[config.mk]
export PLATFORM = sky130hd
export DESIGN_NAME = comfort_blink_indicator_controller_unit
export DESIGN_NICKNAME = d
export VERILOG_FILES = /design/src/cbi_pkg.sv /design/src/comfort_blink_indicator_controller_unit.sv /design/src/cbi_step.sv
export SDC_FILE = /design/constraint.sdc
export NUM_CORES = 1
export LEC_CHECK = 0
export BUFFER_PORTS_ARGS = -buffer_cell sky130_fd_sc_hd__buf_2
export CELL_PAD_IN_SITES_DETAIL_PLACEMENT = 1
export CELL_PAD_IN_SITES_GLOBAL_PLACEMENT = 1
export CORE_ASPECT_RATIO = 1.2
export CORE_MARGIN = 3
export CORE_UTILIZATION = 48
export DETAILED_ROUTE_END_ITERATION = 10
export HOLD_SLACK_MARGIN = 0.08
export PLACE_DENSITY = 0.89
export SLEW_MARGIN = 20
export SYNTH_ARGS = -nofsm -noshare
export SYNTH_HDL_FRONTEND = slang
export SYNTH_SLANG_ARGS = --single-unit
[constraint.sdc]
create_clock -name clk -period 6.9 [get_ports clk]
set_clock_uncertainty 0.05 [all_clocks]
set_input_delay 1.035 -clock clk [delete_from_list [all_inputs] [get_ports clk]]
set_output_delay 1.035 -clock clk [all_outputs]
set_load 0.005 [all_outputs]
[src/cbi_pkg.sv]
`timescale 1ns / 1ps
// cbi_pkg: shared types and constants of the comfort blink indicator controller
// no dependencies; used by cbi_step and the top level

package cbi_pkg;

    // run direction as shown on the result stream
    typedef enum logic [1:0] {
        HEAD_OFF   = 2'd0,
        HEAD_LEFT  = 2'd1,
        HEAD_RIGHT = 2'd2
    } heading_t;

    // configuration register indexes
    localparam int unsigned CFG_INDEX_W = 2;
    localparam logic [CFG_INDEX_W-1:0] REG_BLINK_INTERVAL = 2'd0;
    localparam logic [CFG_INDEX_W-1:0] REG_MAX_BLINKS     = 2'd1;
    localparam logic [CFG_INDEX_W-1:0] REG_PULSE_LENGTH   = 2'd2;
    localparam logic [CFG_INDEX_W-1:0] REG_HOLDOFF        = 2'd3;

    localparam int unsigned CFG_DATA_W = 16;
    localparam int unsigned COUNT_W    = 8;
    localparam int unsigned PULSE_W    = 16;

    // register reset values
    localparam logic [15:0]        RST_BLINK_INTERVAL = 16'd400;
    localparam logic [COUNT_W-1:0] RST_MAX_BLINKS     = 8'd3;
    localparam logic [PULSE_W-1:0] RST_PULSE_LENGTH   = 16'd300;
    localparam logic [15:0]        RST_HOLDOFF        = 16'd251;

    localparam logic [COUNT_W-1:0] COUNT_TOP = '1;

    typedef struct packed {
        logic [15:0]        blink_interval;
        logic [COUNT_W-1:0] max_blinks;
        logic [PULSE_W-1:0] pulse_length;
        logic [15:0]        holdoff;
    } cfg_t;

    // run state except the elapsed timer, whose width is a parameter
    typedef struct packed {
        logic               active;
        heading_t           heading;
        logic [COUNT_W-1:0] blink_count;
        logic [PULSE_W-1:0] pulse_remaining;
    } run_state_t;

    // one result item
    typedef struct packed {
        logic               drive_left;
        logic               drive_right;
        logic               run_active;
        heading_t           run_direction;
        logic [COUNT_W-1:0] blinks_done;
    } result_t;

endpackage

[src/comfort_blink_indicator_controller_unit.sv]
`timescale 1ns / 1ps
// comfort_blink_indicator_controller_unit: top level with config registers,
// input and result registers; depends on cbi_pkg and cbi_step
//
// usage:
//   s_axis carries one millisecond tick per transfer with the stalk levels.
//   m_axis returns exactly one result per tick: drive lines, run status,
//   run direction and the blink count after that tick.
//   cfg_we/cfg_index/cfg_data write blink_interval (0), max_blinks (1),
//   pulse_length (2) and holdoff (3); write only while no tick is in flight.
// stages and throughput:
//   a tick is held in the input register, its result is computed by
//   cbi_step combinationally and lands in the result register when that
//   register is free or draining. one tick is accepted every cycle while
//   m_axis_tready is high; the state update in cbi_step is combinational.
// reset:
//   rst_n clears run state and both stage valids, and loads the register
//   defaults (400, 3, 300, 251).
// stall:
//   while m_axis_tready is low the result holds; one more tick is taken
//   into the input register, then s_axis_tready drops until the result moves.

module comfort_blink_indicator_controller_unit #(
    parameter int unsigned TIMER_WIDTH = 16
) (
    input  logic                              clk,
    input  logic                              rst_n,
    // input stream
    input  logic                              s_axis_tvalid,
    output logic                              s_axis_tready,
    input  logic [7:0]                        s_axis_tdata,  // [0] left_level, [1] right_level
    // result stream
    output logic                              m_axis_tvalid,
    input  logic                              m_axis_tready,
    output logic [15:0]                       m_axis_tdata,  // [0] drive_left, [1] drive_right,
                                                             // [2] run_active, [4:3] run_direction,
                                                             // [12:5] blinks_done
    // configuration writes
    input  logic                              cfg_we,
    input  logic [cbi_pkg::CFG_INDEX_W-1:0]   cfg_index,
    input  logic [cbi_pkg::CFG_DATA_W-1:0]    cfg_data
);

    cbi_pkg::cfg_t          cfg_reg;

    // input stage
    logic                   in_valid_reg;
    logic                   left_reg;
    logic                   right_reg;

    // run state
    cbi_pkg::run_state_t    state_reg;
    cbi_pkg::run_state_t    state_next;
    logic [TIMER_WIDTH-1:0] elapsed_reg;
    logic [TIMER_WIDTH-1:0] elapsed_next;

    // result stage
    logic                   out_valid_reg;
    cbi_pkg::result_t       result_reg;
    cbi_pkg::result_t       result_next;

    logic                   advance;
    logic                   take_in;

    // result register free or draining this cycle
    assign advance       = !out_valid_reg || m_axis_tready;
    assign s_axis_tready = !in_valid_reg || advance;
    assign take_in       = s_axis_tvalid && s_axis_tready;

    // configuration registers
    always_ff @(posedge clk or negedge rst_n)
    begin
        if (!rst_n)
        begin
            cfg_reg.blink_interval <= cbi_pkg::RST_BLINK_INTERVAL;
            cfg_reg.max_blinks     <= cbi_pkg::RST_MAX_BLINKS;
            cfg_reg.pulse_length   <= cbi_pkg::RST_PULSE_LENGTH;
            cfg_reg.holdoff        <= cbi_pkg::RST_HOLDOFF;
        end
        else if (cfg_we)
        begin
            unique case (cfg_index)
                cbi_pkg::REG_BLINK_INTERVAL: cfg_reg.blink_interval <= cfg_data;
                cbi_pkg::REG_MAX_BLINKS:
                    cfg_reg.max_blinks <= cfg_data[cbi_pkg::COUNT_W-1:0];
                cbi_pkg::REG_PULSE_LENGTH:   cfg_reg.pulse_length <= cfg_data;
                cbi_pkg::REG_HOLDOFF:        cfg_reg.holdoff <= cfg_data;
                default: ;
            endcase
        end
    end

    // input register: valid bit reset, payload not
    always_ff @(posedge clk or negedge rst_n)
    begin
        if (!rst_n)
            in_valid_reg <= 1'b0;
        else if (s_axis_tready)
            in_valid_reg <= s_axis_tvalid;
    end

    always_ff @(posedge clk)
    begin
        if (take_in)
        begin
            left_reg  <= s_axis_tdata[0];
            right_reg <= s_axis_tdata[1];
        end
    end

    cbi_step #(
        .TIMER_WIDTH (TIMER_WIDTH)
    ) u_step (
        .left_level   (left_reg),
        .right_level  (right_reg),
        .cfg          (cfg_reg),
        .state        (state_reg),
        .elapsed      (elapsed_reg),
        .state_next   (state_next),
        .elapsed_next (elapsed_next),
        .result       (result_next)
    );

    // state and result update once per processed tick
    always_ff @(posedge clk or negedge rst_n)
    begin
        if (!rst_n)
        begin
            state_reg.active          <= 1'b0;
            state_reg.heading         <= cbi_pkg::HEAD_OFF;
            state_reg.blink_count     <= '0;
            state_reg.pulse_remaining <= '0;
            elapsed_reg               <= '0;
            out_valid_reg             <= 1'b0;
        end
        else if (advance)
        begin
            out_valid_reg <= in_valid_reg;
            if (in_valid_reg)
            begin
                state_reg   <= state_next;
                elapsed_reg <= elapsed_next;
            end
        end
    end

    always_ff @(posedge clk)
    begin
        if (advance && in_valid_reg)
            result_reg <= result_next;
    end

    assign m_axis_tvalid        = out_valid_reg;
    assign m_axis_tdata[0]      = result_reg.drive_left;
    assign m_axis_tdata[1]      = result_reg.drive_right;
    assign m_axis_tdata[2]      = result_reg.run_active;
    assign m_axis_tdata[4:3]    = result_reg.run_direction;
    assign m_axis_tdata[12:5]   = result_reg.blinks_done;
    assign m_axis_tdata[15:13]  = 3'b000;

`ifndef NO_ASSERTIONS
    // both indicator lines are never driven on the same tick
    a_one_side: assert property (@(posedge clk) disable iff (!rst_n)
        m_axis_tvalid |-> !(m_axis_tdata[0] && m_axis_tdata[1]))
        else $error("both drive lines high");

    // a pulse only runs inside an active run
    a_pulse_in_run: assert property (@(posedge clk) disable iff (!rst_n)
        (state_reg.pulse_remaining != '0) |-> state_reg.active)
        else $error("pulse without active run");

    // an idle run has no heading
    a_idle_off: assert property (@(posedge clk) disable iff (!rst_n)
        !state_reg.active |-> (state_reg.heading == cbi_pkg::HEAD_OFF))
        else $error("heading set while idle");

    // a held tick moves into an empty result register next cycle
    a_move_on: assert property (@(posedge clk) disable iff (!rst_n)
        (in_valid_reg && !out_valid_reg) |=> out_valid_reg)
        else $error("tick not forwarded to result register");
`endif

endmodule

[src/cbi_step.sv]
`timescale 1ns / 1ps
// cbi_step: next-state and result logic for one tick
// depends on cbi_pkg

module cbi_step #(
    parameter int unsigned TIMER_WIDTH = 16
) (
    input  logic                   left_level,
    input  logic                   right_level,
    input  cbi_pkg::cfg_t          cfg,
    input  cbi_pkg::run_state_t    state,
    input  logic [TIMER_WIDTH-1:0] elapsed,
    output cbi_pkg::run_state_t    state_next,
    output logic [TIMER_WIDTH-1:0] elapsed_next,
    output cbi_pkg::result_t       result
);

    localparam int unsigned CMP_W = (TIMER_WIDTH > 16) ? TIMER_WIDTH : 16;
    localparam logic [TIMER_WIDTH-1:0] TIMER_TOP = '1;

    logic                          any_level;
    cbi_pkg::heading_t             dir;
    logic                          drive;
    logic [cbi_pkg::PULSE_W-1:0]   plen;
    logic [cbi_pkg::PULSE_W-1:0]   prem_dec;
    logic [CMP_W-1:0]              el_x;
    logic [CMP_W-1:0]              holdoff_x;
    logic [CMP_W-1:0]              interval_x;
    cbi_pkg::run_state_t           s;
    logic [TIMER_WIDTH-1:0]        e;
    logic                          do_end_check;

    assign any_level  = left_level | right_level;
    assign dir        = left_level ? cbi_pkg::HEAD_LEFT : cbi_pkg::HEAD_RIGHT;
    assign plen       = (cfg.pulse_length != '0) ? cfg.pulse_length
                                                 : cbi_pkg::PULSE_W'(1);
    assign holdoff_x  = CMP_W'(cfg.holdoff);
    assign interval_x = CMP_W'(cfg.blink_interval);

    always_comb
    begin
        s            = state;
        e            = elapsed;
        drive        = 1'b0;
        prem_dec     = '0;
        el_x         = '0;
        do_end_check = 1'b0;

        if (state.pulse_remaining != '0)
        begin
            // pulse in progress, stalks ignored
            drive = 1'b1;
            prem_dec = state.pulse_remaining - cbi_pkg::PULSE_W'(1);
            s.pulse_remaining = prem_dec;
            if (prem_dec == '0)
            begin
                if (s.blink_count != cbi_pkg::COUNT_TOP)
                    s.blink_count = s.blink_count + cbi_pkg::COUNT_W'(1);
                e = '0;
                do_end_check = 1'b1;
            end
        end
        else
        begin
            if (state.active && elapsed != TIMER_TOP)
                e = elapsed + TIMER_WIDTH'(1);

            // tap starts or restarts a run
            if (any_level && !(state.active && state.heading == dir))
            begin
                s.active      = 1'b1;
                s.heading     = dir;
                e             = '0;
                s.blink_count = cbi_pkg::COUNT_W'(1);
            end

            el_x = CMP_W'(e);
            if (s.active && el_x >= holdoff_x)
            begin
                if (any_level)
                begin
                    // stalk still held: cancel, count kept
                    s.active  = 1'b0;
                    s.heading = cbi_pkg::HEAD_OFF;
                    e         = '0;
                end
                else if (el_x > interval_x)
                begin
                    drive = 1'b1;
                    prem_dec = plen - cbi_pkg::PULSE_W'(1);
                    s.pulse_remaining = prem_dec;
                    if (prem_dec == '0)
                    begin
                        if (s.blink_count != cbi_pkg::COUNT_TOP)
                            s.blink_count = s.blink_count + cbi_pkg::COUNT_W'(1);
                        e = '0;
                        do_end_check = 1'b1;
                    end
                end
                else
                begin
                    do_end_check = 1'b1;
                end
            end
        end

        // drive lines follow the heading at the time of the pulse
        result.drive_left  = drive && (s.heading == cbi_pkg::HEAD_LEFT);
        result.drive_right = drive && (s.heading == cbi_pkg::HEAD_RIGHT);

        if (do_end_check && s.blink_count >= cfg.max_blinks)
        begin
            s.active      = 1'b0;
            s.heading     = cbi_pkg::HEAD_OFF;
            e             = '0;
            s.blink_count = '0;
        end

        result.run_active    = s.active;
        result.run_direction = s.heading;
        result.blinks_done   = s.blink_count;

        state_next   = s;
        elapsed_next = e;
    end

endmodule
# ---- After elaboration in Yosys (flattened, before gate mapping)
# Index checks and enable logic that the tools add are counted.
dict set report word_totals {
  n_memories 0
  out_inout_bits 18
  rom_bits 0
  inputBits 31
  elab_cells 101
  latchBits 0
  register_bits 116
  mem_bits_rw 0
}
dict set report op_classes {
  magnitude_cmp 3
  n_mul 0
  reduce_logical 28
  div_mod_pow 0
  eq_ne 11
  mux 35
  n_shift 0
  bitwise_logic 1
  addsub 5
}
# op count
set ops {}
lappend ops {{16-bit two-way mux} 11}
lappend ops {{24-bit two-way mux} 3}
lappend ops {{11-bit two-way mux} 3}
lappend ops {{16-bit logical NOT} 2}
lappend ops {{8-bit two-way mux} 4}
lappend ops {{16-bit nonzero test} 2}
lappend ops {{16-bit by 1-bit subtractor with 16-bit output, second input constant} 2}
lappend ops {{27-bit two-way mux} 1}
lappend ops {{16-bit by 1-bit adder with 16-bit output, second input constant} 1}
lappend ops {{8-bit by 1-bit adder with 8-bit output, second input constant} 2}
lappend ops {{16-bit >= comparator} 1}
lappend ops {{16-bit > comparator} 1}
lappend ops {{16-bit inequality test, second input constant} 1}
lappend ops {{8-bit inequality test, second input constant} 2}
lappend ops {{1-bit two-way mux} 10}
lappend ops {{2-bit AND reduction} 5}
lappend ops {{1-bit logical AND} 9}
lappend ops {{8-bit >= comparator} 1}
lappend ops {{2-bit == test, second input constant} 3}
lappend ops {{3-bit two-way mux} 2}
lappend ops {{5-bit AND reduction} 1}
lappend ops {{2-bit by 1-bit == test with 1-bit output, second input constant} 2}
lappend ops {{2-bit nonzero test} 2}
lappend ops {{1-bit logical NOT} 3}
lappend ops {{other kinds (8)} 9}

# ---- Depth between registers and ports, before layout
dict set report logic_depth {
  word_depth 18
  depth_mapped 28
  depth_no_buf 26
}

# ---- Modules after synthesis
# A second synthesis with hierarchy kept.
dict set report unflattened {
  hier_cells 778
  hier_area_um2 7738.7
}
# module seq_area_each_um2 n_inst cells_each area_per_inst_um2
set by_module_without_submodules {}
lappend by_module_without_submodules {comfort_blink_indicator_controller_unit 2997.9 1 237 4274.1}
lappend by_module_without_submodules {cbi_step 0.0 1 541 3464.6}

# ---- Worst setup path before layout
# No wires, ideal clock.
dict set report synth_path {
  path_kind {reg-to-reg}
  startpoint {reg elapsed_reg[4]}
  endpoint {reg elapsed_reg[13]}
  setup_ns 0.065
  path_buffers 2
  path_stages_with_launch 27
  period_less_slack_ns 5.495
  t_required_ns 6.785
  t_arrival_ns 5.380
  path_slack_ns 1.405
  path_cell_list {dfrtp_1 > and3_1 > clkbuf_1 > and4_1 > nand4_1 > nand3_1 > or3_1 > a21oi_1 > ha_1 > and4_1 > a2111oi_0 > nor3_1 > o31a_1 > nand2_1 > buf_2 > o21ai_0 > a211oi_1 > or2_2 > ha_1 > nor2b_1 > o21ai_0 > a31oi_1 > o21ai_0 > a21o_1 > a21boi_4 > a2111oi_0 > a21o_1}
}
dict set report synth_via {
  elab_chain_len 14
  elab_cells_between_ends 27
  classes_between {add/sub: 1; order compare: 3; eq/ne: 2; mux: 17; reduce/logical: 4}
}
# item line
set synth_lines {}
lappend synth_lines {{from (decl)} comfort_blink_indicator_controller_unit.sv:54} ;# logic [TIMER_WIDTH-1:0] elapsed_reg;
lappend synth_lines {{from (signal assigned)} comfort_blink_indicator_controller_unit.sv:142} ;# elapsed_reg <= elapsed_next;
lappend synth_lines {{branches (longest 2 deep; another with 16-bit by 1-bit adder with 16-bit output)} n/a}
lappend synth_lines {{16-bit two-way mux (*)} cbi_step.sv:65} ;# if (state.active && elapsed != TIMER_TOP)
lappend synth_lines {{16-bit two-way mux (*)} cbi_step.sv:69} ;# if (any_level && !(state.active && state.heading == dir))
lappend synth_lines {{16-bit two-way mux (*)} cbi_step.sv:49} ;# if (state.pulse_remaining != '0)
lappend synth_lines {{16-bit > comparator} cbi_step.sv:87} ;# else if (el_x > interval_x)
lappend synth_lines {{24-bit two-way mux} cbi_step.sv:87}
lappend synth_lines {{24-bit two-way mux} cbi_step.sv:80} ;# if (any_level)
lappend synth_lines {{27-bit two-way mux} cbi_step.sv:78} ;# if (s.active && el_x >= holdoff_x)
lappend synth_lines {{24-bit two-way mux} cbi_step.sv:49}
lappend synth_lines {{8-bit >= comparator} cbi_step.sv:111} ;# if (do_end_check && s.blink_count >= cfg.max_blinks)
lappend synth_lines {{1-bit logical AND} cbi_step.sv:111}
lappend synth_lines {{3-bit inequality test (no line)} n/a}
lappend synth_lines {{3-bit AND reduction (no line)} n/a}
# Every way passes the cells marked *. The select of a mux whose other input is x is not followed.
# A chain may end at the register's enable or synchronous reset.

# ---- Worst setup path in the final report
dict set report layout_path {
  startpoint {reg elapsed_reg[3]}
  endpoint {reg elapsed_reg[13]}
}
# Same word-level chain as after synthesis.

==> flow_summary.yaml <==
clock_network:
  cts_tree: "built"
  clock-sinks: 116
  cts_max_level: 4
  hold_buffers: 0
  root_buffer: "clkbuf_16"
  cts_made_buffers: 17
  worstSkewPairLatency_ns: 0.43
  clk_pin_slew_worst_paths_ns: 0.06
  postCtsSetupBuffers: 0
  cts_buffer_depth: 2
  cts_resized: 0
worst_hold_path:
  hold_depth: 1
  hold_class: "reg2reg"
sta:
  tns_ns: 0
  final-hold-violation-count: 0
  slew_violations: 0
  rsz0062_at_grt: "yes"
  fin_crit_sh_pct: 93.4
  post-route-min-period_ns: 6.44
  setup_viol: 0
  slew_headroom_pct: 30.5
  tightest_slew_ns: 1.04
  setup_slack_ns: 0.458
  max_freq_ghz: 0.155
global_routing:
  grt_pass1_wl_microns: 36500
  gr-total-overflow: 0
  grt.total_usage_pct: 27.1
  antenna_found_initial: 0
  grt_max_degree: 79
  first_global_vias: 6946
synthesis:
  ys_types: 79
  synth_top_cell_by_area: "dfrtp_1"
  synth.area.top_cells: "dfrtp_1 (28%), ha_1 (7.8%), mux2_2 (6.7%), edfxtp_1 (6.0%), dfstp_2 (5.6%)"
  synth.avg_cell_area_sq_um: 9.33
  synth_edf_count: 15
  synthArstFlopShare_pct: 87.1
  syn_area_sq_um: 7540
  ys.flop_type: "dfrtp_1"
  seq_area_frac_synth_pct: 39.8
  ys_warn_count: 0
  synth_cells: 808
  yosys_register_bits: 116
  synth.top_cell.area_share_pct: 28.2
final_layout:
  largest_reg_flops: 56
  syn_to_final_growth_pct: 13.4
  final_nets: 920
  num_antenna_cells: 0
  drive_above_1_share_pct: 20.9
  multiInputGateArea_sq_um: 4190
  final-seq-area_sq_um: 3000
  fill_cells: 1797
route:
  wirelength_microns: 22400
  wl_per_cell_microns: 21.2
  met3_length_microns: 999
  vias_per_cell: 6.17
  route.antenna.remaining_nets: 0
  drtIter0Drc: 351
  top_layer_used: "met4"
  wl_met1_microns: 8860
  firstDrtPassIters: 6
  vias: 6533
  wl_met2_microns: 11700
  drc: 0
floorplan:
  io-pin-count: 49
  chipWidth_microns: 120
  fp.dieH_microns: 143
  dieArea_sq_um: 17200
  coreArea_sq_um: 15200
  row_count: 49
  initial_core_util_pct: 49.6
place:
  hpwlAfterDp_microns: 15700
  routabilityCongestion: 0.875
  port_buffers: 39
  pre_cts_slack_ns: 0.462
critical_path:
  start_kind: "flip-flop"
  critPathMaxStageDelay_ns: 0.47
  worstPathRequired_ns: 7.21
  cp_slowest_cell: "a2111oi_1"
  ff2ff_path_depth: 25
  cp.arrival_ns: 6.75
  critPathCaptureType: "flip-flop"
  setup.worst_path.class: "reg2reg"
  crit_fanout: 9
  crit_path_frequent_cell: "a21o_1"
outcome:
  status: "complete, no violations"
power_and_ir_drop:
  vdd_drop_max_v: 0.000158
  power.density_nw_per_um2: 268
  leakagePower_nw: 3.65
run:
  maxCapViolCount: 0
[logic make-up (layout without fill, tap and decap cells)]
logic type / count (synthesis) / count (layout) / share of synthesized area (%)
and+or+nand+nor: 293 / 293 / 20.5
AOI/OAI and AO/OA: 186 / 186 / 16.7
DFF: 116 / 116 / 39.8
buffers and inverters: 93 / 138 / 5.28
muxes: 49 / 49 / 7.25
adders and majority gates: 47 / 47 / 7.80
xor gates and xnor gates: 23 / 23 / 2.67
other: 1 / 3 / 0.0498
[cell type report]
type	count	area share, %
Inverter	54	2.37
Sequential cell	116	35.1
Clock buffer	23	5.48
Clock inverter	9	1.22
Timing Repair Buffer	52	3.84
Multi-Input combinational cell	601	49.0
Tap cell	204	2.99
[report_power, final]
group	switching (mW)	leakage [nW]	total, mW	internal (mW)
combinational	0.274	1.99	0.474	0.200
sequential	0.130	1.38	0.947	0.817
clock	0.321	0.277	0.868	0.547
[layer usage]
metal	GRT usage [%]	up-vias
li1	-	3001
met1	32.1	3286
met2	47.7	173
met4	13.2	0
met5	0	-
met3	4.60	73
[final timing paths]
| check | start | slack [ns] | endpoint |
|---|---|---|---|
| worst max-delay path | elapsed_reg[3] | 0.46 | elapsed_reg[13] |
| worst min-delay path | in_valid_reg | 0.44 | m_axis_tvalid |
| worst max register to register | elapsed_reg[3] | 0.46 | elapsed_reg[13] |
| worst min register to register | in_valid_reg | 0.44 | m_axis_tvalid |
| max in group asynchronous | rst_n | 5.25 | cfg_reg[7] |
| min in group asynchronous | rst_n | 0.46 | cfg_reg[2] |
[worst max-delay path: cells and delay by family, from the launching register on]
family          cells  cell delay (ns)
compound gates     11             2.48
fa+ha+maj           2             0.49
buf+inv             3             0.52
flops               1             0.43
simple gates        9             2.38
[per-stage QoR]
stage	hold WS [ns]	utilization (%)	cell area [sq um]	std cells	total power [mW]
finish	0.445	56.2	8550	1059	2.29
floorplan	0.407	-	7540	810	1.25
detailed placement	0.437	52.1	7920	1026	1.41
global placement	0.428	52.1	7920	1026	1.37
global route	0.468	56.2	8550	1059	2.41
CTS	0.454	55.9	8490	1058	2.29
[Yosys cell counts, types with 5 or more instances]
cell / n
dfrtp_1: 85
nor3_1: 27
and3_1: 5
and2_1: 6
or2_2: 5
inv_1: 54
nor4_1: 12
nand4_1: 9
o21ai_0: 49
and4_1: 5
o31ai_1: 10
clkbuf_1: 25
o31a_1: 5
a31oi_1: 7
dfstp_2: 16
nand2_1: 78
a22o_1: 17
a21o_1: 8
xor2_1: 10
or3_1: 14
nand3b_1: 6
nand2b_1: 9
nor2_1: 58
xnor2_1: 13
a21oi_1: 43
buf_2: 6
mux2_2: 45
nand3_1: 30
edfxtp_1: 15
ha_1: 47
o31ai_2: 5
[cell usage in the layout, fill, tap and decap left out, types with 16 or more instances in the layout]
master / count
nor3_1: 27
ha_1: 47
dfrtp_1: 85
a21oi_1: 42
nor2_1: 58
o21ai_0: 48
inv_1: 54
dfstp_2: 16
a22o_1: 17
mux2_2: 45
buf_2: 38
nand2_1: 77
nand3_1: 29
clkbuf_16: 17
(Power assumes the default switching activity.)
